===== src/design/hrp_pkg.sv =====
package hrp_pkg;

    // Defaults for the top-level parameters
    localparam int OFFSET_BITS_DEF = 16;
    localparam int QUEUE_DEPTH_DEF = 4;

    // Width of the offset field on the result port
    localparam int OFFSET_OUT_W = 16;

    // One input beat
    typedef struct packed {
        logic       kind;
        logic [7:0] data_byte;
    } hrp_in_t;

    // One result beat
    typedef struct packed {
        logic [2:0]  status;
        logic [3:0]  byte_role;
        logic [3:0]  method_code;
        logic        minor_version;
        logic [OFFSET_OUT_W-1:0] byte_offset;
    } hrp_out_t;

    // Classified beat handed from the front end to the parser
    typedef struct packed {
        logic       restart;
        logic [7:0] ch;        // raw byte
        logic [7:0] lc;        // byte folded to lower case
        logic       cr;
        logic       lf;
        logic       sp;
        logic       upper;
        logic       lower;
        logic       alpha;
        logic       digit;
        logic       bin_digit; // '0' or '1'
        logic       host_ok;   // a-z 0-9 - .
        logic       qdelim;    // ? & = #
        logic       colon;
        logic       slash;
        logic       dash;
    } hrp_beat_t;

    typedef enum logic [4:0] {
        ST_START,
        ST_METHOD,
        ST_SP_METHOD,
        ST_SCHEMA,
        ST_SLASH1,
        ST_SLASH2,
        ST_HOST,
        ST_PORT,
        ST_PATH,
        ST_QUERY,
        ST_VSTART,
        ST_V_H,
        ST_V_HT,
        ST_V_HTT,
        ST_V_HTTP,
        ST_V_SLASH,
        ST_V_MAJOR,
        ST_V_DOT,
        ST_V_MINOR,
        ST_RL_CR,
        ST_HDR_START,
        ST_NAME,
        ST_COLON,
        ST_SP_COLON,
        ST_VAL,
        ST_HDR_CR,
        ST_END_CR,
        ST_BODY,
        ST_ERROR
    } hrp_state_t;

    // Status codes
    localparam logic [2:0] STAT_CONT      = 3'd0;
    localparam logic [2:0] STAT_RL_DONE   = 3'd1;
    localparam logic [2:0] STAT_HDR_DONE  = 3'd2;
    localparam logic [2:0] STAT_HDRS_DONE = 3'd3;
    localparam logic [2:0] STAT_ERROR     = 3'd4;

    // Byte roles
    localparam logic [3:0] ROLE_OTHER   = 4'd0;
    localparam logic [3:0] ROLE_METHOD  = 4'd1;
    localparam logic [3:0] ROLE_SCHEMA  = 4'd2;
    localparam logic [3:0] ROLE_HOST    = 4'd3;
    localparam logic [3:0] ROLE_PORT    = 4'd4;
    localparam logic [3:0] ROLE_PATH    = 4'd5;
    localparam logic [3:0] ROLE_QUERY   = 4'd6;
    localparam logic [3:0] ROLE_VERSION = 4'd7;
    localparam logic [3:0] ROLE_NAME    = 4'd8;
    localparam logic [3:0] ROLE_VALUE   = 4'd9;
    localparam logic [3:0] ROLE_BODY    = 4'd10;

    localparam logic [3:0] METHOD_UNKNOWN = 4'd0;

    // Characters
    localparam logic [7:0] CH_LF    = 8'h0A;
    localparam logic [7:0] CH_CR    = 8'h0D;
    localparam logic [7:0] CH_SP    = 8'h20;
    localparam logic [7:0] CH_H     = 8'h48;
    localparam logic [7:0] CH_T     = 8'h54;
    localparam logic [7:0] CH_P     = 8'h50;
    localparam logic [7:0] CH_SLASH = 8'h2F;
    localparam logic [7:0] CH_ONE   = 8'h31;
    localparam logic [7:0] CH_DOT   = 8'h2E;
    localparam logic [7:0] CASE_BIT = 8'h20;

    localparam int METHOD_COUNT = 8;
    localparam logic [3:0] METHOD_MAX_LEN = 4'd8;

    // Method names, lower case, left aligned, zero padded
    localparam logic [63:0] METHOD_NAMES [METHOD_COUNT] = '{
        {"get",     40'd0},
        {"put",     40'd0},
        {"head",    32'd0},
        {"post",    32'd0},
        {"delete",  16'd0},
        {"trace",   24'd0},
        {"options",  8'd0},
        {"connect",  8'd0}
    };

    localparam logic [3:0] METHOD_LENS [METHOD_COUNT] = '{
        4'd3, 4'd3, 4'd4, 4'd4, 4'd6, 4'd5, 4'd7, 4'd7
    };

    function automatic logic [7:0] method_char(input logic [2:0] k, input logic [2:0] pos);
        logic [63:0] row;
        row = METHOD_NAMES[k];
        return row[8 * (7 - int'(pos)) +: 8];
    endfunction

endpackage


===== src/design/http_request_head_parser.sv =====
// Channel   Handshake           Payload   Meaning
// input     push / full         item      one request byte or a restart, per beat
// result    empty / pop         result    status, role, method, minor, offset per byte
//
// One result beat per input beat. Sustained rate is one byte per cycle while pop
// keeps the output slot free, set by the parser state register in the back end,
// which takes one classified beat a cycle. A byte is registered in the queue and
// then in the output slot. Reset (rst_n low) empties the queue and output slot and
// puts the parser at the start of a request. When pop stalls, the output slot holds
// its beat and the queue fills; full rises after QUEUE_DEPTH waiting beats.
module http_request_head_parser
    import hrp_pkg::*;
#(
    parameter int OFFSET_BITS = OFFSET_BITS_DEF,
    parameter int QUEUE_DEPTH = QUEUE_DEPTH_DEF
)
(
    input  logic     clk,
    input  logic     rst_n,
    input  logic     push,
    output logic     full,
    input  hrp_in_t  item,
    output logic     empty,
    input  logic     pop,
    output hrp_out_t result
);

    // Front end: byte classification, written straight into the queue
    hrp_beat_t front_beat;
    // Queue head toward the parser
    hrp_beat_t head_beat;
    logic      queue_empty;
    logic      back_take;

    hrp_front u_front (
        .item (item),
        .beat (front_beat)
    );

    // Short queue so a stall at the result side does not stop the byte source
    // at once, and vice versa
    hrp_fifo #(
        .DEPTH (QUEUE_DEPTH)
    ) u_fifo (
        .clk     (clk),
        .rst_n   (rst_n),
        .wr_en   (push),
        .wr_data (front_beat),
        .full    (full),
        .rd_en   (back_take),
        .rd_data (head_beat),
        .empty   (queue_empty)
    );

    // Back end: parser state machine, method matcher, offset counter and
    // the registered output slot
    hrp_back #(
        .OFFSET_BITS (OFFSET_BITS)
    ) u_back (
        .clk        (clk),
        .rst_n      (rst_n),
        .beat       (head_beat),
        .beat_valid (!queue_empty),
        .beat_take  (back_take),
        .result     (result),
        .empty      (empty),
        .pop        (pop)
    );

endmodule


===== src/design/hrp_front.sv =====
module hrp_front
    import hrp_pkg::*;
(
    input  hrp_in_t   item,
    output hrp_beat_t beat
);

    logic [7:0] c;

    assign c = item.data_byte;

    always_comb
    begin
        beat.restart   = item.kind;
        beat.ch        = c;
        beat.upper     = (c >= 8'h41) && (c <= 8'h5A);
        beat.lower     = (c >= 8'h61) && (c <= 8'h7A);
        beat.lc        = beat.upper ? (c | CASE_BIT) : c;
        beat.alpha     = beat.upper || beat.lower;
        beat.digit     = (c >= 8'h30) && (c <= 8'h39);
        beat.bin_digit = (c == 8'h30) || (c == 8'h31);
        beat.cr        = (c == CH_CR);
        beat.lf        = (c == CH_LF);
        beat.sp        = (c == CH_SP);
        beat.colon     = (c == 8'h3A);
        beat.slash     = (c == CH_SLASH);
        beat.dash      = (c == 8'h2D);
        beat.host_ok   = beat.lower || beat.digit || beat.dash || (c == CH_DOT);
        beat.qdelim    = (c == 8'h3F) || (c == 8'h26) || (c == 8'h3D) || (c == 8'h23);
    end

endmodule


===== src/design/hrp_fifo.sv =====
module hrp_fifo
    import hrp_pkg::*;
#(
    parameter int DEPTH = QUEUE_DEPTH_DEF
)
(
    input  logic      clk,
    input  logic      rst_n,
    input  logic      wr_en,
    input  hrp_beat_t wr_data,
    output logic      full,
    input  logic      rd_en,
    output hrp_beat_t rd_data,
    output logic      empty
);

    localparam int PTR_W = (DEPTH > 1) ? $clog2(DEPTH) : 1;
    localparam int CNT_W = $clog2(DEPTH + 1);
    localparam logic [PTR_W-1:0] LAST = PTR_W'(DEPTH - 1);
    localparam logic [CNT_W-1:0] FULL_CNT = CNT_W'(DEPTH);

    hrp_beat_t        slots_reg [DEPTH];
    logic [PTR_W-1:0] wr_ptr_reg, wr_ptr_next;
    logic [PTR_W-1:0] rd_ptr_reg, rd_ptr_next;
    logic [CNT_W-1:0] count_reg, count_next;
    logic             do_wr, do_rd;

    assign full    = (count_reg == FULL_CNT);
    assign empty   = (count_reg == '0);
    assign do_wr   = wr_en && !full;
    assign do_rd   = rd_en && !empty;
    assign rd_data = slots_reg[rd_ptr_reg];

    always_comb
    begin
        wr_ptr_next = wr_ptr_reg;
        rd_ptr_next = rd_ptr_reg;
        count_next  = count_reg;
        if (do_wr)
        begin
            wr_ptr_next = (wr_ptr_reg == LAST) ? '0 : wr_ptr_reg + 1'b1;
        end
        if (do_rd)
        begin
            rd_ptr_next = (rd_ptr_reg == LAST) ? '0 : rd_ptr_reg + 1'b1;
        end
        if (do_wr && !do_rd)
        begin
            count_next = count_reg + 1'b1;
        end
        else if (do_rd && !do_wr)
        begin
            count_next = count_reg - 1'b1;
        end
    end

    always_ff @(posedge clk or negedge rst_n)
    begin
        if (!rst_n)
        begin
            wr_ptr_reg <= '0;
            rd_ptr_reg <= '0;
            count_reg  <= '0;
        end
        else
        begin
            wr_ptr_reg <= wr_ptr_next;
            rd_ptr_reg <= rd_ptr_next;
            count_reg  <= count_next;
        end
    end

    always_ff @(posedge clk)
    begin
        if (do_wr)
        begin
            slots_reg[wr_ptr_reg] <= wr_data;
        end
    end

endmodule


===== src/design/hrp_back.sv =====
module hrp_back
    import hrp_pkg::*;
#(
    parameter int OFFSET_BITS = OFFSET_BITS_DEF
)
(
    input  logic      clk,
    input  logic      rst_n,
    input  hrp_beat_t beat,
    input  logic      beat_valid,
    output logic      beat_take,
    output hrp_out_t  result,
    output logic      empty,
    input  logic      pop
);

    localparam logic [OFFSET_BITS-1:0] CNT_MAX = '1;

    hrp_state_t state_reg, state_next;
    logic [METHOD_COUNT-1:0] cand_reg, cand_next;
    logic [3:0]              mlen_reg, mlen_next;
    logic [3:0]              mres_reg, mres_next;
    logic                    minor_reg, minor_next;
    logic [OFFSET_BITS-1:0]  cnt_reg, cnt_next;
    hrp_out_t                result_reg, result_next;
    logic                    valid_reg, valid_next;

    logic [2:0] status;
    logic [3:0] role;
    logic       method_step;
    logic       method_done;
    logic       minor_load;
    logic [OFFSET_OUT_W-1:0] offset_out;

    // Output slot frees when empty or being popped
    assign beat_take = beat_valid && (!valid_reg || pop);
    assign empty     = !valid_reg;
    assign result    = result_reg;

    generate
        if (OFFSET_BITS >= OFFSET_OUT_W)
        begin : g_off_trunc
            assign offset_out = cnt_reg[OFFSET_OUT_W-1:0];
        end
        else
        begin : g_off_ext
            assign offset_out = {{(OFFSET_OUT_W - OFFSET_BITS){1'b0}}, cnt_reg};
        end
    endgenerate

    // Next state
    always_comb
    begin
        state_next = state_reg;
        if (beat.restart)
        begin
            state_next = ST_START;
        end
        else
        begin
            unique case (state_reg)
                ST_START:
                begin
                    if (beat.cr || beat.lf)  state_next = ST_START;
                    else if (beat.upper)     state_next = ST_METHOD;
                    else                     state_next = ST_ERROR;
                end
                ST_METHOD:
                begin
                    if (beat.sp) state_next = ST_SP_METHOD;
                end
                ST_SP_METHOD:
                begin
                    if (beat.slash)      state_next = ST_PATH;
                    else if (beat.alpha) state_next = ST_SCHEMA;
                    else if (!beat.sp)   state_next = ST_ERROR;
                end
                ST_SCHEMA:
                begin
                    if (beat.colon)       state_next = ST_SLASH1;
                    else if (!beat.lower) state_next = ST_ERROR;
                end
                ST_SLASH1: state_next = beat.slash ? ST_SLASH2 : ST_ERROR;
                ST_SLASH2: state_next = beat.slash ? ST_HOST : ST_ERROR;
                ST_HOST:
                begin
                    if (beat.host_ok)    state_next = ST_HOST;
                    else if (beat.colon) state_next = ST_PORT;
                    else if (beat.slash) state_next = ST_PATH;
                    else if (beat.sp)    state_next = ST_VSTART;
                    else                 state_next = ST_ERROR;
                end
                ST_PORT:
                begin
                    if (beat.digit)      state_next = ST_PORT;
                    else if (beat.slash) state_next = ST_PATH;
                    else if (beat.sp)    state_next = ST_VSTART;
                    else                 state_next = ST_ERROR;
                end
                ST_PATH:
                begin
                    if (beat.sp)                  state_next = ST_VSTART;
                    else if (beat.qdelim)         state_next = ST_QUERY;
                    else if (beat.cr || beat.lf)  state_next = ST_ERROR;
                end
                ST_QUERY:
                begin
                    if (beat.sp)                  state_next = ST_VSTART;
                    else if (beat.cr || beat.lf)  state_next = ST_ERROR;
                end
                ST_VSTART:
                begin
                    if (beat.ch == CH_H) state_next = ST_V_H;
                    else if (!beat.sp)   state_next = ST_ERROR;
                end
                ST_V_H:     state_next = (beat.ch == CH_T)     ? ST_V_HT    : ST_ERROR;
                ST_V_HT:    state_next = (beat.ch == CH_T)     ? ST_V_HTT   : ST_ERROR;
                ST_V_HTT:   state_next = (beat.ch == CH_P)     ? ST_V_HTTP  : ST_ERROR;
                ST_V_HTTP:  state_next = (beat.ch == CH_SLASH) ? ST_V_SLASH : ST_ERROR;
                ST_V_SLASH: state_next = (beat.ch == CH_ONE)   ? ST_V_MAJOR : ST_ERROR;
                ST_V_MAJOR: state_next = (beat.ch == CH_DOT)   ? ST_V_DOT   : ST_ERROR;
                ST_V_DOT:   state_next = beat.bin_digit        ? ST_V_MINOR : ST_ERROR;
                ST_V_MINOR:
                begin
                    if (beat.cr)      state_next = ST_RL_CR;
                    else if (beat.lf) state_next = ST_HDR_START;
                    else              state_next = ST_ERROR;
                end
                ST_RL_CR: state_next = beat.lf ? ST_HDR_START : ST_ERROR;
                ST_HDR_START:
                begin
                    if (beat.cr)         state_next = ST_END_CR;
                    else if (beat.lf)    state_next = ST_BODY;
                    else if (beat.alpha) state_next = ST_NAME;
                    else                 state_next = ST_ERROR;
                end
                ST_NAME:
                begin
                    if (beat.alpha || beat.dash) state_next = ST_NAME;
                    else if (beat.colon)         state_next = ST_COLON;
                    else                         state_next = ST_ERROR;
                end
                ST_COLON:
                begin
                    if (beat.sp)                  state_next = ST_SP_COLON;
                    else if (beat.cr || beat.lf)  state_next = ST_ERROR;
                    else                          state_next = ST_VAL;
                end
                ST_SP_COLON, ST_VAL:
                begin
                    if (beat.cr)      state_next = ST_HDR_CR;
                    else if (beat.lf) state_next = ST_HDR_START;
                    else if (beat.sp && (state_reg == ST_SP_COLON)) state_next = ST_SP_COLON;
                    else              state_next = ST_VAL;
                end
                ST_HDR_CR: state_next = beat.lf ? ST_HDR_START : ST_ERROR;
                ST_END_CR: state_next = beat.lf ? ST_BODY : ST_ERROR;
                ST_BODY:   state_next = ST_BODY;
                default:   state_next = ST_ERROR;
            endcase
        end
    end

    // Per-byte outputs and side effects
    always_comb
    begin
        status      = STAT_CONT;
        role        = ROLE_OTHER;
        method_step = 1'b0;
        method_done = 1'b0;
        minor_load  = 1'b0;
        if (!beat.restart)
        begin
            unique case (state_reg)
                ST_START:
                begin
                    if (beat.upper && !beat.cr && !beat.lf)
                    begin
                        role        = ROLE_METHOD;
                        method_step = 1'b1;
                    end
                end
                ST_METHOD:
                begin
                    if (beat.sp)
                    begin
                        method_done = 1'b1;
                    end
                    else
                    begin
                        role        = ROLE_METHOD;
                        method_step = 1'b1;
                    end
                end
                ST_SP_METHOD:
                begin
                    if (beat.slash)      role = ROLE_PATH;
                    else if (beat.alpha) role = ROLE_SCHEMA;
                end
                ST_SCHEMA:
                begin
                    if (beat.lower) role = ROLE_SCHEMA;
                end
                ST_HOST:
                begin
                    if (beat.host_ok)    role = ROLE_HOST;
                    else if (beat.slash) role = ROLE_PATH;
                end
                ST_PORT:
                begin
                    if (beat.digit)      role = ROLE_PORT;
                    else if (beat.slash) role = ROLE_PATH;
                end
                ST_PATH:
                begin
                    if (!beat.sp && !beat.qdelim && !beat.cr && !beat.lf) role = ROLE_PATH;
                end
                ST_QUERY:
                begin
                    if (!beat.sp && !beat.cr && !beat.lf) role = ROLE_QUERY;
                end
                ST_VSTART:
                begin
                    if (beat.ch == CH_H) role = ROLE_VERSION;
                end
                ST_V_H, ST_V_HT, ST_V_HTT, ST_V_HTTP, ST_V_SLASH, ST_V_MAJOR:
                begin
                    role = ROLE_VERSION;
                end
                ST_V_DOT:
                begin
                    role       = ROLE_VERSION;
                    minor_load = beat.bin_digit;
                end
                ST_V_MINOR, ST_RL_CR:
                begin
                    if (beat.lf) status = STAT_RL_DONE;
                end
                ST_HDR_START:
                begin
                    if (beat.cr)         status = STAT_CONT;
                    else if (beat.lf)    status = STAT_HDRS_DONE;
                    else if (beat.alpha) role = ROLE_NAME;
                end
                ST_NAME:
                begin
                    if (beat.alpha || beat.dash) role = ROLE_NAME;
                end
                ST_COLON:
                begin
                    if (!beat.sp && !beat.cr && !beat.lf) role = ROLE_VALUE;
                end
                ST_SP_COLON, ST_VAL:
                begin
                    if (beat.cr)      status = STAT_CONT;
                    else if (beat.lf) status = STAT_HDR_DONE;
                    else if (!(beat.sp && (state_reg == ST_SP_COLON))) role = ROLE_VALUE;
                end
                ST_HDR_CR:
                begin
                    if (beat.lf) status = STAT_HDR_DONE;
                end
                ST_END_CR:
                begin
                    if (beat.lf) status = STAT_HDRS_DONE;
                end
                ST_BODY:
                begin
                    role = ROLE_BODY;
                end
                default:
                begin
                    role = ROLE_OTHER;
                end
            endcase
            if (state_next == ST_ERROR)
            begin
                status = STAT_ERROR;
                role   = ROLE_OTHER;
            end
        end
    end

    // Method match, offset counter and minor version; the matcher drops candidates that disagree at this position
    always_comb
    begin
        cand_next  = cand_reg;
        mlen_next  = mlen_reg;
        mres_next  = mres_reg;
        minor_next = minor_reg;
        cnt_next   = cnt_reg;
        if (beat.restart)
        begin
            cand_next  = '1;
            mlen_next  = '0;
            mres_next  = METHOD_UNKNOWN;
            minor_next = 1'b0;
            cnt_next   = '0;
        end
        else
        begin
            if (cnt_reg != CNT_MAX)
            begin
                cnt_next = cnt_reg + 1'b1;
            end
            if (method_step)
            begin
                for (int k = 0; k < METHOD_COUNT; k++)
                begin
                    if ((mlen_reg >= METHOD_LENS[k])
                        || (beat.lc != method_char(3'(k), mlen_reg[2:0])))
                    begin
                        cand_next[k] = 1'b0;
                    end
                end
                if (mlen_reg < METHOD_MAX_LEN)
                begin
                    mlen_next = mlen_reg + 1'b1;
                end
            end
            if (method_done)
            begin
                mres_next = METHOD_UNKNOWN;
                for (int k = METHOD_COUNT - 1; k >= 0; k--)
                begin
                    if (cand_reg[k] && (METHOD_LENS[k] == mlen_reg))
                    begin
                        mres_next = 4'(k + 1);
                    end
                end
            end
            if (minor_load)
            begin
                minor_next = beat.ch[0];
            end
        end
    end

    always_comb
    begin
        result_next.status        = status;
        result_next.byte_role     = role;
        result_next.method_code   = mres_next;
        result_next.minor_version = minor_next;
        result_next.byte_offset   = beat.restart ? '0 : offset_out;
        valid_next = beat_take || (valid_reg && !pop);
    end

    always_ff @(posedge clk or negedge rst_n)
    begin
        if (!rst_n)
        begin
            state_reg <= ST_START;
            cand_reg  <= '1;
            mlen_reg  <= '0;
            mres_reg  <= METHOD_UNKNOWN;
            minor_reg <= 1'b0;
            cnt_reg   <= '0;
            valid_reg <= 1'b0;
        end
        else
        begin
            valid_reg <= valid_next;
            if (beat_take)
            begin
                state_reg <= state_next;
                cand_reg  <= cand_next;
                mlen_reg  <= mlen_next;
                mres_reg  <= mres_next;
                minor_reg <= minor_next;
                cnt_reg   <= cnt_next;
            end
        end
    end

    always_ff @(posedge clk)
    begin
        if (beat_take)
        begin
            result_reg <= result_next;
        end
    end

endmodule


===== config.mk =====
export PLATFORM = sky130hd
export DESIGN_NAME = http_request_head_parser
export DESIGN_NICKNAME = d
export VERILOG_FILES = /design/src/design/hrp_pkg.sv /design/src/design/http_request_head_parser.sv /design/src/design/hrp_front.sv /design/src/design/hrp_fifo.sv /design/src/design/hrp_back.sv
export SDC_FILE = /design/constraint.sdc
export NUM_CORES = 1
export LEC_CHECK = 0
export ABC_AREA = 0
export BUFFER_PORTS_ARGS = -buffer_cell sky130_fd_sc_hd__buf_2
export CORE_MARGIN = 10
export CORE_UTILIZATION = 60
export DETAILED_ROUTE_END_ITERATION = 16
export GPL_TIMING_DRIVEN = 0
export PLACE_DENSITY = 0.75
export SYNTH_ARGS = -nofsm -noshare
export SYNTH_HDL_FRONTEND = slang
export SYNTH_SLANG_ARGS = --single-unit

===== constraint.sdc =====
create_clock -name clk -period 4.4 [get_ports clk]
set_input_delay 0.44 -clock clk [delete_from_list [all_inputs] [get_ports clk]]
set_output_delay 0.44 -clock clk [all_outputs]
set_load 0.01 [all_outputs]

# After elaboration in Yosys (flattened, before gate mapping)
# Memories as Yosys holds them, arrays and structs flattened.
# Cells that the tools add are included.
# totals
regBits	74
ram_bits	120
in_bits	13
output_inout_bits	30
word_cells	311
n_memories	1
# memory_table
name	words	width	rd	rd_clocked_by_memory_dff	write_ports	line	source
u_fifo.slots_reg	4	30	1	0	1	hrp_fifo.sv:22	hrp_beat_t slots_reg [DEPTH];
# classes
addsub	7
order_cmp	12
eq_ne	64
shifts	8
n_mux	112
reduce_logical	84
# ops
cell	count
$shiftx 64x32->8 const A	8
$mux 5	32
$pmux 5 s26	1
$mux 4	31
$eq 8x6->1 const B	14
$eq 5x5->1 const B	13
$ne 8x8->1	8
$pmux 4 s15	1
$eq 5x4->1 const B	8
$mux 3	11
$mux 16	2
$reduce_and 3->1	9
$logic_and 1x1->1	25
$eq 8x7->1 const B	3
$reduce_bool 2->1	12
$mux 1	23
$eq 5x3->1 const B	4
$logic_or 1x1->1	20
$add 16x1->16 const B	1
$eq 3x4->1 const A	4
$eq 8x4->1 const B	2
$ge 4x3->1 const B	4
$ge 8x7->1 const B	2
$le 8x7->1 const B	2
26 further kinds	47

# Logic depth before layout (Yosys ltp)
# Gate-level depths: netlist (run 1).
# depth
ltp_word	12
ltp_mapped	11
mapped_depth_nobuf	9

# Hierarchy
# A second synthesis (run 1) with hierarchy kept.
# hier_totals
hier_cells	854
hier_area_um2	10258.6
# by_module_without_submodules
module	n_inst	cells_each	area_each_um2	seq_area_each_um2
hrp_back	1	599	5071.1	1826.8
hrp_fifo	1	194	4765.8	3778.6
hrp_front	1	60	417.9	0.0
http_request_head_parser	1	1	3.8	0.0

# Least setup slack after synthesis (run 1)
# OpenSTA, ideal clock, no wires.
# synth_timing
path_kind	flip-flop to flip-flop
start	reg u_fifo.rd_ptr_reg[0]
end	reg u_back.result_reg, in the netlist u_back.result[27], data pin
setup_time_ns	0.255
arrival_ns	2.532
required_time_ns	4.145
setup_slack_ns	1.613
stages_incl_launch_ff	10
path_buffers	2
synth_period_minus_slack_ns	2.787
path_cell_list	dfrtp_1 buf_6 buf_8 mux4_2 or3b_4 nor4_1 o211ai_1 nor4_2 a31oi_1 and3_1
# synth_between
elab_chain_len	9
word_cells_on_any_way	54
cone_classes	eq/ne: 7; mux: 43; reduce/logical: 3; memory: 1
# synth_rtl
item	line	source
start: declaration	hrp_fifo.sv:24	logic [PTR_W-1:0] rd_ptr_reg, rd_ptr_next;
start signal: assignment	hrp_fifo.sv:68	rd_ptr_reg <= rd_ptr_next;
$mem_v2 4x30 (*)	--	
$mux 5, or another cell as far along	hrp_back.sv:90, hrp_back.sv:97	
$mux 5, or another cell as far along	hrp_back.sv:96	else if (beat.slash) state_next = ST_PATH;
$mux 5 (on tied branches)	hrp_back.sv:88, hrp_back.sv:103, hrp_back.sv:152	
$mux 5 (on tied branches)	hrp_back.sv:87, hrp_back.sv:102, hrp_back.sv:151	
$pmux 5 s26	hrp_back.sv:61	unique case (state_reg)
$mux 5	hrp_back.sv:55	if (beat.restart)
$eq 5x5->1	hrp_back.sv:276	if (state_next == ST_ERROR)
$mux 3	hrp_back.sv:276	
end signal: assignment	hrp_back.sv:380	result_reg <= result_next;
end: declaration	hrp_back.sv:25	hrp_out_t result_reg, result_next;
# Every way passes the cells marked *; elsewhere a longest branch is shown, timed or not.
# A chain may end at the register's enable or synchronous reset.

# Final worst setup path (run 1)
# layout_timing
start	reg u_fifo.rd_ptr_reg[1]
end	reg u_back.state_reg[0]
# layout_between
elab_chain_len	7
word_cells_on_any_way	41
cone_classes	eq/ne: 4; mux: 33; reduce/logical: 3; memory: 1
# layout_rtl
item	line	source
$mem_v2 4x30 (*)	--	
$logic_and 1x1->1 or $logic_or 1x1->1 (tied branches)	--	
$mux 4 or $mux 5 (tied branches)	hrp_back.sv:153, hrp_back.sv:104, hrp_back.sv:109	
$mux 5 (on tied branches)	hrp_back.sv:152, hrp_back.sv:103	
$mux 5 (on tied branches)	hrp_back.sv:151, hrp_back.sv:102	
$pmux 5 s26	hrp_back.sv:61	
$mux 5 (*)	hrp_back.sv:55	
end signal: assignment	hrp_back.sv:366	state_reg <= state_next;
end: declaration	hrp_back.sv:19	hrp_state_t state_reg, state_next;
# Marks and branches as above.

==> results_dict.tcl, run 1 <==
set metrics [dict create \
    drtIter0Drc 695 \
    start_util 0.612 \
    setup_violations 0 \
    cts-hold-fix-buffers 0 \
    finClkSkew_ns 0.0140 \
    grt_usage 0.241 \
    antenna_found_initial 0 \
    hold_class "in -> reg" \
    drcViolationCount 0 \
    rsz0062_at_grt "no" \
    yosysWarnings 0 \
    final_layout_size_suffix_gt1_frac 0.149 \
    fin_nets 886 \
    worst_setup_hold_path_clk_slew_ns 0.07 \
    ant_nets 0 \
    postCtsSetupBuffers 0 \
    cts_sinks 166 \
    ys_top_cells_by_area "edfxtp_1, dfrtp_1, mux4_2, nor2_1, nand2_1" \
    crit_path_max_incr_delay_ns 0.58 \
    num_vias 6988 \
    worst_pin_slew_ns 1.35 \
    synth_area_mm2 0.00889 \
    dp_hpwl_um 16900 \
    status "finished clean" \
    vias_per_cell 6.62 \
    synth_top_cell_area_share 0.405 \
    ios 43 \
    port_buffers 42 \
    cts_tree "yes" \
    worstPathCellList "buf_4 -> buf_4 -> clkbuf_1 -> mux4_2 -> nor3b_1 -> a21oi_1 -> nor3_1 -> nor4_1 -> nand4_1 -> a32o_1" \
    drt-wirelength-per-cell_um 22.7 \
    largest_reg_flops 92 \
    worst_path_most_repeated_cell "buf_4" \
    fp-row-count 44 \
    drv_slew 0 \
    grt_max_degree 47 \
    die_w_um 142 \
    cts_buffer_depth 2 \
    cts_root_buf "clkbuf_16" \
    critPathSlowestCell "nor4_1" \
    max_freq_ghz 0.284 \
    p_leak_nw 3.58 \
    p_per_area_mw_per_mm2 645 \
    cts_max_level 4 \
    cp.arrival_ns 3.84 \
    grt_pass1_wl_um 38000 \
    maxCapViolations 0 \
    fin_crit_ns 3.52 \
    yosysTopAreaCell "edfxtp_1" \
    cp.required_ns 4.72 \
    die_h_um 142 \
    worstSetupPathType "reg -> reg" \
    gp_congestion 1.01 \
    synth_cell_types 81 \
    syn_to_final_growth_pct 11.8 \
    ir_worst_vdd_v 0.000588 \
    crit_fanout 10 \
    finalSetupTns_ns 0 \
    overflow 0 \
    grt_pass1_vias 6925 \
    hold_viol 0 \
    relSlewSlack 0.101 \
    worst_setup_path_end_kind "register" \
    n_antenna_cell 0 \
    clock_latency_ns 0.44 \
    async_flop_share 0.277 \
    die_area_mm2 0.0201 \
    synth-edff-count 120 \
    finalCritPeriodShare 0.800 \
    synth_seq_cells 166 \
    yosysSeqAreaShare 0.536 \
    cts_made_buffers 17 \
    wl_um 24000 \
    ctsResizeCount 0 \
    drt_first_pass_iters 5 \
    syn_avg_cell_area_um2 11.1 \
    synth_cells 798 \
    syn_nets 825 \
    synth-main-ff-cell "edfxtp_1" \
    hold-worst-slack_ns 0.196 \
    core_mm2 0.0145 \
    worstSetupStartpointType "register" \
]
[power breakdown]
part / switching, W / internal (W)
registers: 0.000141 / 0.00208
logic: 0.00178 / 0.000935
clock network: 0.000703 / 0.000767
total: 0.00263 / 0.00378
[through the flow]
| stage | power [W] | cell area [um2] | setup WS, ns | instances | utilization |
|---|---|---|---|---|---|
| floorplan | 0.00409 | 8890 | 1.61 | 798 | - |
| global placement | 0.00485 | 9340 | 0.819 | 1024 | 0.642 |
| detailed placement | 0.00491 | 9340 | 0.934 | 1024 | 0.642 |
| CTS | 0.00638 | 9940 | 0.924 | 1056 | 0.684 |
| global route | 0.00674 | 9940 | 0.730 | 1056 | 0.684 |
| finish | 0.00641 | 9940 | 0.881 | 1056 | 0.684 |
[Yosys cell counts, types with 5 or more instances]
| cell | instances |
|---|---|
| clkbuf_1 | 34 |
| nor2_1 | 76 |
| inv_1 | 20 |
| o31ai_1 | 8 |
| o21ai_0 | 43 |
| a22o_1 | 8 |
| a21oi_1 | 36 |
| and3_1 | 5 |
| a21o_1 | 8 |
| xor2_1 | 11 |
| nor3b_1 | 6 |
| mux4_1 | 5 |
| edfxtp_1 | 120 |
| buf_2 | 5 |
| nand4_1 | 6 |
| nor4_1 | 13 |
| nand3_1 | 26 |
| xnor2_1 | 19 |
| nand2_1 | 65 |
| and2_1 | 11 |
| dfrtp_1 | 38 |
| nor2b_1 | 27 |
| buf_1 | 5 |
| nand2b_1 | 15 |
| nor3_1 | 26 |
| ha_1 | 13 |
| or3_1 | 10 |
| o211ai_1 | 7 |
| a31oi_1 | 13 |
| dfstp_2 | 8 |
| mux4_2 | 18 |
[layer usage]
| metal | global-route usage | part of all wire | vias to the layer above |
|---|---|---|---|
| li1 | - | - | 3135 |
| met1 | 0.308 | 0.40 | 3413 |
| met2 | 0.386 | 0.49 | 381 |
| met3 | 0.0587 | 0.082 | 59 |
| met4 | 0.0936 | 0.030 | 0 |
| met5 | 0 | 0 | - |
[cells in the final DEF (no fill, tap or decap), types with 10 or more instances in the layout]
cell and count:
nor3_1 26, xnor2_1 19, clkbuf_1 33, nand3_1 26
a31oi_1 13, ha_1 13, nand2b_1 15, mux4_2 18
xor2_1 11, edfxtp_1 120, nor2_1 76, nand2_1 65
dfrtp_1 38, and2_1 11, nor2b_1 27, inv_1 20
nor4_1 13, o21ai_0 43, a21oi_1 36, or3_1 10
buf_2 47, clkbuf_16 17
[worst max-delay path, delay by kind of cell, from the launching register on]
kind	cells	cell delay, ns
AND/OR/NAND/NOR	4	1.09
flip-flops	1	0.36
multiplexers	1	0.47
AO/OA/AOI/OAI	2	0.54
buffers and inverters	3	0.93
[final timing paths]
path | startpoint | end | slack [ns] | cells past startpoint
setup / recovery | u_fifo.rd_ptr_reg[1] | u_back.state_reg[0] | 0.88 | 10
hold / removal | pop | u_back.valid_reg | 0.20 | 2
setup reg to reg | u_fifo.rd_ptr_reg[1] | u_back.state_reg[0] | 0.88 | 10
hold reg to reg | u_back.minor_reg | u_back.minor_reg | 0.48 | 2
max in group asynchronous | rst_n | u_back.mres_reg[3] | 3.51 | 1
min in group asynchronous | rst_n | u_back.mres_reg[0] | 0.22 | 1
[layout make-up]
| class | instances | area [um2] |
|---|---|---|
| fillers | 1017 | 4590 |
| plain buffers | 49 | 221 |
| clock buffers | 17 | 425 |
| well taps | 184 | 230 |
| clock inverters | 15 | 180 |
| repair buffers | 42 | 210 |
| flip-flops and latches | 166 | 4760 |
| multi-input cells | 562 | 3830 |
| inverters | 21 | 78.8 |
[cells by family after synthesis]
logic type,synth area share
AND/OR/NAND/NOR,0.183
AO/OA/AOI/OAI,0.130
flip-flops,0.536
buffers and inverters,0.0336
XOR/XNOR,0.0295
multiplexers,0.0677
adder cells (fa/ha/maj),0.0205
Note: power is estimated with default switching activity, not from simulation.
==> run 2, diff against run 1 <==
Settings changed: CORE_UTILIZATION 60 to 56, PLACE_DENSITY 0.75 to 0.74.
Clock period 4.4 ns to 3 ns, I/O delays scaled along.
==> results_dict.tcl, run 2 (synthesis results as in run 1) <==
set metrics [dict create \
    status "finished clean" \
    grt_max_degree 47 \
    drt-wirelength-per-cell_um 22.3 \
    grt_pass1_vias 6887 \
    die_area_mm2 0.0213 \
    die_w_um 146 \
    rsz0062_at_grt "yes" \
    overflow 0 \
    fin_crit_ns 2.99 \
    stdcell_count 1108 \
    fin_util 0.662 \
    drcViolationCount 0 \
    antenna_found_initial 0 \
    fp-row-count 46 \
    cts_max_level 4 \
    worstSetupPathType "reg -> reg" \
    cp.arrival_ns 3.19 \
    p_leak_nw 3.75 \
    grt_usage 0.230 \
    mostFrequentLayoutCells "edfxtp_1, nor2_1, nand2_1" \
    worst_setup_path_end_kind "register" \
    hold_class "in -> reg" \
    hold_viol 0 \
    ant_nets 0 \
    die_h_um 146 \
    core_mm2 0.0157 \
    cts_root_buf "clkbuf_16" \
    pre_cts_ws_ns -0.500 \
    fin_nets 906 \
    finalCritPeriodShare 0.998 \
    finalPower_w 0.00998 \
    fillers 1182 \
    port_buffers 42 \
    crit_fanout 10 \
    worstSetupStartpointType "register" \
    cts_tree "yes" \
    num_vias 7061 \
    p_per_area_mw_per_mm2 960 \
    hold-worst-slack_ns 0.0505 \
    clock_latency_ns 0.44 \
    ir_worst_vdd_v 0.000522 \
    final_layout_size_suffix_gt1_frac 0.214 \
    ios 43 \
    wl_um 24700 \
    drv_slew 0 \
    grt_pass1_wl_um 38900 \
    relSlewSlack 0.155 \
    start_util 0.566 \
    largest_reg_flops 92 \
    cts_made_buffers 17 \
    drtIter0Drc 801 \
    r2r_slack_ns 0.006 \
    n_antenna_cell 0 \
    dp_hpwl_um 17100 \
    cts_sinks 166 \
    finClkSkew_ns 0.0158 \
    drt_first_pass_iters 5 \
    max_freq_ghz 0.334 \
    maxCapViolations 0 \
    dp_cells 1056 \
    cp.required_ns 3.19 \
    final_common_cell "edfxtp_1" \
    worst_setup_hold_path_clk_slew_ns 0.08 \
    cts_buffer_depth 2 \
    worst_pin_slew_ns 1.27 \
    gp_congestion 1.00 \
    setup_violations 0 \
    vias_per_cell 6.37 \
    syn_to_final_growth_pct 16.9 \
    fin_ws_ns 0.00552 \
]
[run 2: changes by cell type in the layout (fill, tap and decap cells not counted), moves of 4 or more]
cell / change
nor4_1: -7
clkbuf_1: -6
nor3_1: -4
nor3_2: +4
buf_4: +19
buf_1: -4
nor4_4: +5
[run 2: power by group]
part / total (W) / leakage, nW / internal, W / switching [W]
clock: 0.00222 / 0.299 / 0.00115 / 0.00108
combinational: 0.00451 / 1.76 / 0.00166 / 0.00285
sequential: 0.00325 / 1.69 / 0.00305 / 0.000201
total: 0.00998 / 3.75 / 0.00586 / 0.00412
[run 2: repair_timing]
action,in CTS,in global routing
setup buffers,14,7
pin swaps,6,9
setup endpoints to repair,41,16
hold buffers,0,0
resized for setup,25,38
[run 2: routing by layer]
metal | track usage | vias to the layer above | share of wire
li1 | - | 3171 | -
met1 | 0.291 | 3469 | 0.40
met2 | 0.377 | 364 | 0.49
met3 | 0.0525 | 57 | 0.076
met4 | 0.0866 | 0 | 0.030
met5 | 0 | - | 0
[run 2: path summary, 6_finish.rpt]
check | cells past startpoint | end | start
max reg2reg | 9 | u_back.result[27] | u_fifo.rd_ptr_reg[0]
min reg2reg | 2 | u_back.cand_reg[5] | u_back.cand_reg[5]
max | 9 | u_back.result[27] | u_fifo.rd_ptr_reg[0]
min | 2 | u_back.valid_reg | pop
max in group asynchronous | 1 | u_back.cnt_reg[4] | rst_n
min in group asynchronous | 1 | u_back.mres_reg[0] | rst_n
[run 2: cell type report]
cell class / instances / area (um2) / share of cell area
inverters: 21 / 82.6 / 0.00794
clock buffers: 17 / 425 / 0.0409
well taps: 216 / 270 / 0.0260
repair buffers: 63 / 384 / 0.0369
plain buffers: 48 / 251 / 0.0242
multi-input cells: 562 / 4030 / 0.387
flip-flops and latches: 166 / 4760 / 0.458
clock inverters: 15 / 191 / 0.0184
[run 2: stage by stage]
stage               cell area (um2)  TNS, ns
finish                        10400        0
global route                  10400   -0.404
CTS                           10200        0
detailed placement             9380   -11.43
global placement               9380    -9.62
floorplan                      8890        0
[run 2: worst max-delay path: stages, from the launching register on]
cell	delay (ns)
dfrtp_1	0.40
buf_8	0.15
buf_12	0.14
buf_4	0.13
mux4_2	0.51
buf_2	0.33
nand4_1	0.27
a311oi_2	0.45
a31oi_4	0.16
and3_4	0.20
==> run 3, diff against run 2 <==
Settings changed: CORE_MARGIN 10 to 2, REMOVE_ABC_BUFFERS from default to 1.
==> results_dict.tcl, run 3 (synthesis results as in run 1) <==
set metrics [dict create \
    grt_pass1_wl_um 35700 \
    grt_pass1_vias 6541 \
    cts_tree "yes" \
    drt-wirelength-per-cell_um 21.5 \
    worstSetupPathType "reg -> reg" \
    startpoint "u_fifo.rd_ptr_reg[0]" \
    multiInputGateArea_mm2 0.00404 \
    cts_root_buf "clkbuf_16" \
    n_antenna_cell 0 \
    worst_setup_hold_path_clk_slew_ns 0.08 \
    seq_area_mm2 0.00478 \
    fin_util 0.652 \
    min_to "u_back.valid_reg" \
    cts_max_level 4 \
    worst_r2r_endpoint "u_back.result[27]" \
    grt_max_degree 47 \
    ios 43 \
    mostFrequentLayoutCells "edfxtp_1, nor2_1, nand2_1" \
    finClkSkew_ns 0.00963 \
    drcViolationCount 0 \
    r2r_slack_ns -0.05 \
    drtIter0Drc 637 \
    cts_made_buffers 17 \
    cts-hold-fix-buffers 0 \
    worstSetupStartpointType "register" \
    start_util 0.566 \
    die_area_mm2 0.0169 \
    ant_nets 0 \
    finalCritPeriodShare 1.02 \
    crit_fanout 6 \
    grt_usage 0.279 \
    rsz0062_at_grt "yes" \
    final_layout_size_suffix_gt1_frac 0.203 \
    cts_sinks 166 \
    wl_um 23000 \
    p_leak_nw 3.65 \
    overflow 0 \
    final_common_cell "edfxtp_1" \
    fin_nets 868 \
    status "finished, violations left" \
    largest_reg_flops 92 \
    cts_buffer_depth 2 \
    setup_violations 3 \
    hold_class "in -> reg" \
    p_per_area_mw_per_mm2 956 \
    port_buffers 42 \
    hp-start "pop" \
    fp-row-count 46 \
    drv_slew 0 \
    cp.arrival_ns 3.24 \
    vias_per_cell 6.48 \
    fin_crit_ns 3.05 \
    ir_worst_vdd_v 0.000558 \
    worst_pin_slew_ns 1.26 \
    drt_first_pass_iters 6 \
    core_mm2 0.0157 \
    maxCapViolations 0 \
    syn_to_final_growth_pct 15.2 \
    max_freq_ghz 0.328 \
    hold_viol 0 \
    fin_ws_ns -0.0529 \
    relSlewSlack 0.155 \
    dp_hpwl_um 13600 \
    rr_startpoint "u_fifo.rd_ptr_reg[0]" \
    violations "negative setup slack" \
    num_vias 6932 \
    worst_setup_path_end_kind "register" \
    hold-worst-slack_ns 0.0691 \
    die_h_um 130 \
    gp_congestion 1.02 \
    antenna_found_initial 0 \
    min_path_cells 2 \
    die_w_um 130 \
    clock_latency_ns 0.43 \
    r2r_cells 8 \
    fillers 1237 \
    cp.required_ns 3.18 \
]
## run 3: cell types whose count changed in the layout (fill, tap and decap cells not counted), moves of 4 or more
cell and delta:
dfrtp_2 +5, clkbuf_2 -4, o21ai_1 +4, clkbuf_1 -27, buf_2 -7, dfrtp_1 -7
## run 3: critical path, cell delays in order (launching register included)
cell      delay [ns]
dfrtp_4         0.49
buf_8           0.15
mux4_2          0.54
or3b_4          0.44
nor4_4          0.27
o211ai_1        0.19
nor4_4          0.43
a31oi_4         0.08
and3_1          0.21
## run 3: repair_timing
item                                    4_1_cts  5_1_grt
endpoints found under the setup margin       39       17
gates resized for setup                      24       20
buffers inserted                             17       10
cloned                                        3        1
pin swaps                                     4        7
## run 3: area by class of cell
cell class                 count  share of cell area
inverter                      21             0.00806
timing repair buffer          69              0.0445
clock buffer                  17              0.0415
tap                          216              0.0264
multi-input combinational    565               0.394
timing repair inverter         1            0.000733
clock inverter                15              0.0182
sequential                   166               0.466
## run 3: worst max-delay path by stage
stage | to | slack (ns) | cells after the start
final | u_back.result[27] | -0.05 | 8
after global routing | u_back.result[21] | -0.11 | 8
after CTS | u_back.result[27] | 0.005 | 8
after detailed placement | u_back.cnt_reg[15] | -0.76 | 6
after global placement | u_back.result[21] | -1.30 | 6
after floorplan | u_back.result[27] | -0.48 | 7
## run 3: stage by stage
step                      setup TNS (ns)  std cells  worst slack (ns)  area [um2]  power (W)
after detailed placement          -18.17       1007            -0.757        9160    0.00686
after global placement            -38.93       1007             -1.30        9160    0.00679
final                             -0.108       1070           -0.0529       10200    0.00980
after global routing              -0.269       1070            -0.108       10200     0.0103
after CTS                              0       1059           0.00489       10100    0.00949
after floorplan                    -3.83        749            -0.483        8670    0.00581
## run 3: routing by layer
layer  routed length (um)  track usage  part of all wire  vias up
met5                    0            0                 0        -
met4                  654        0.123             0.028        0
met3                 1900       0.0463             0.083       52
met2                10800        0.432              0.47      385
met1                 9640        0.394              0.42     3379
li1                     -            -                 -     3116
## run 3: report_power, final
group,switching (W),leakage (nW),internal [W]
clock,0.00105,0.297,0.00113
combinational,0.00253,1.67,0.00162
sequential,0.000406,1.68,0.00306
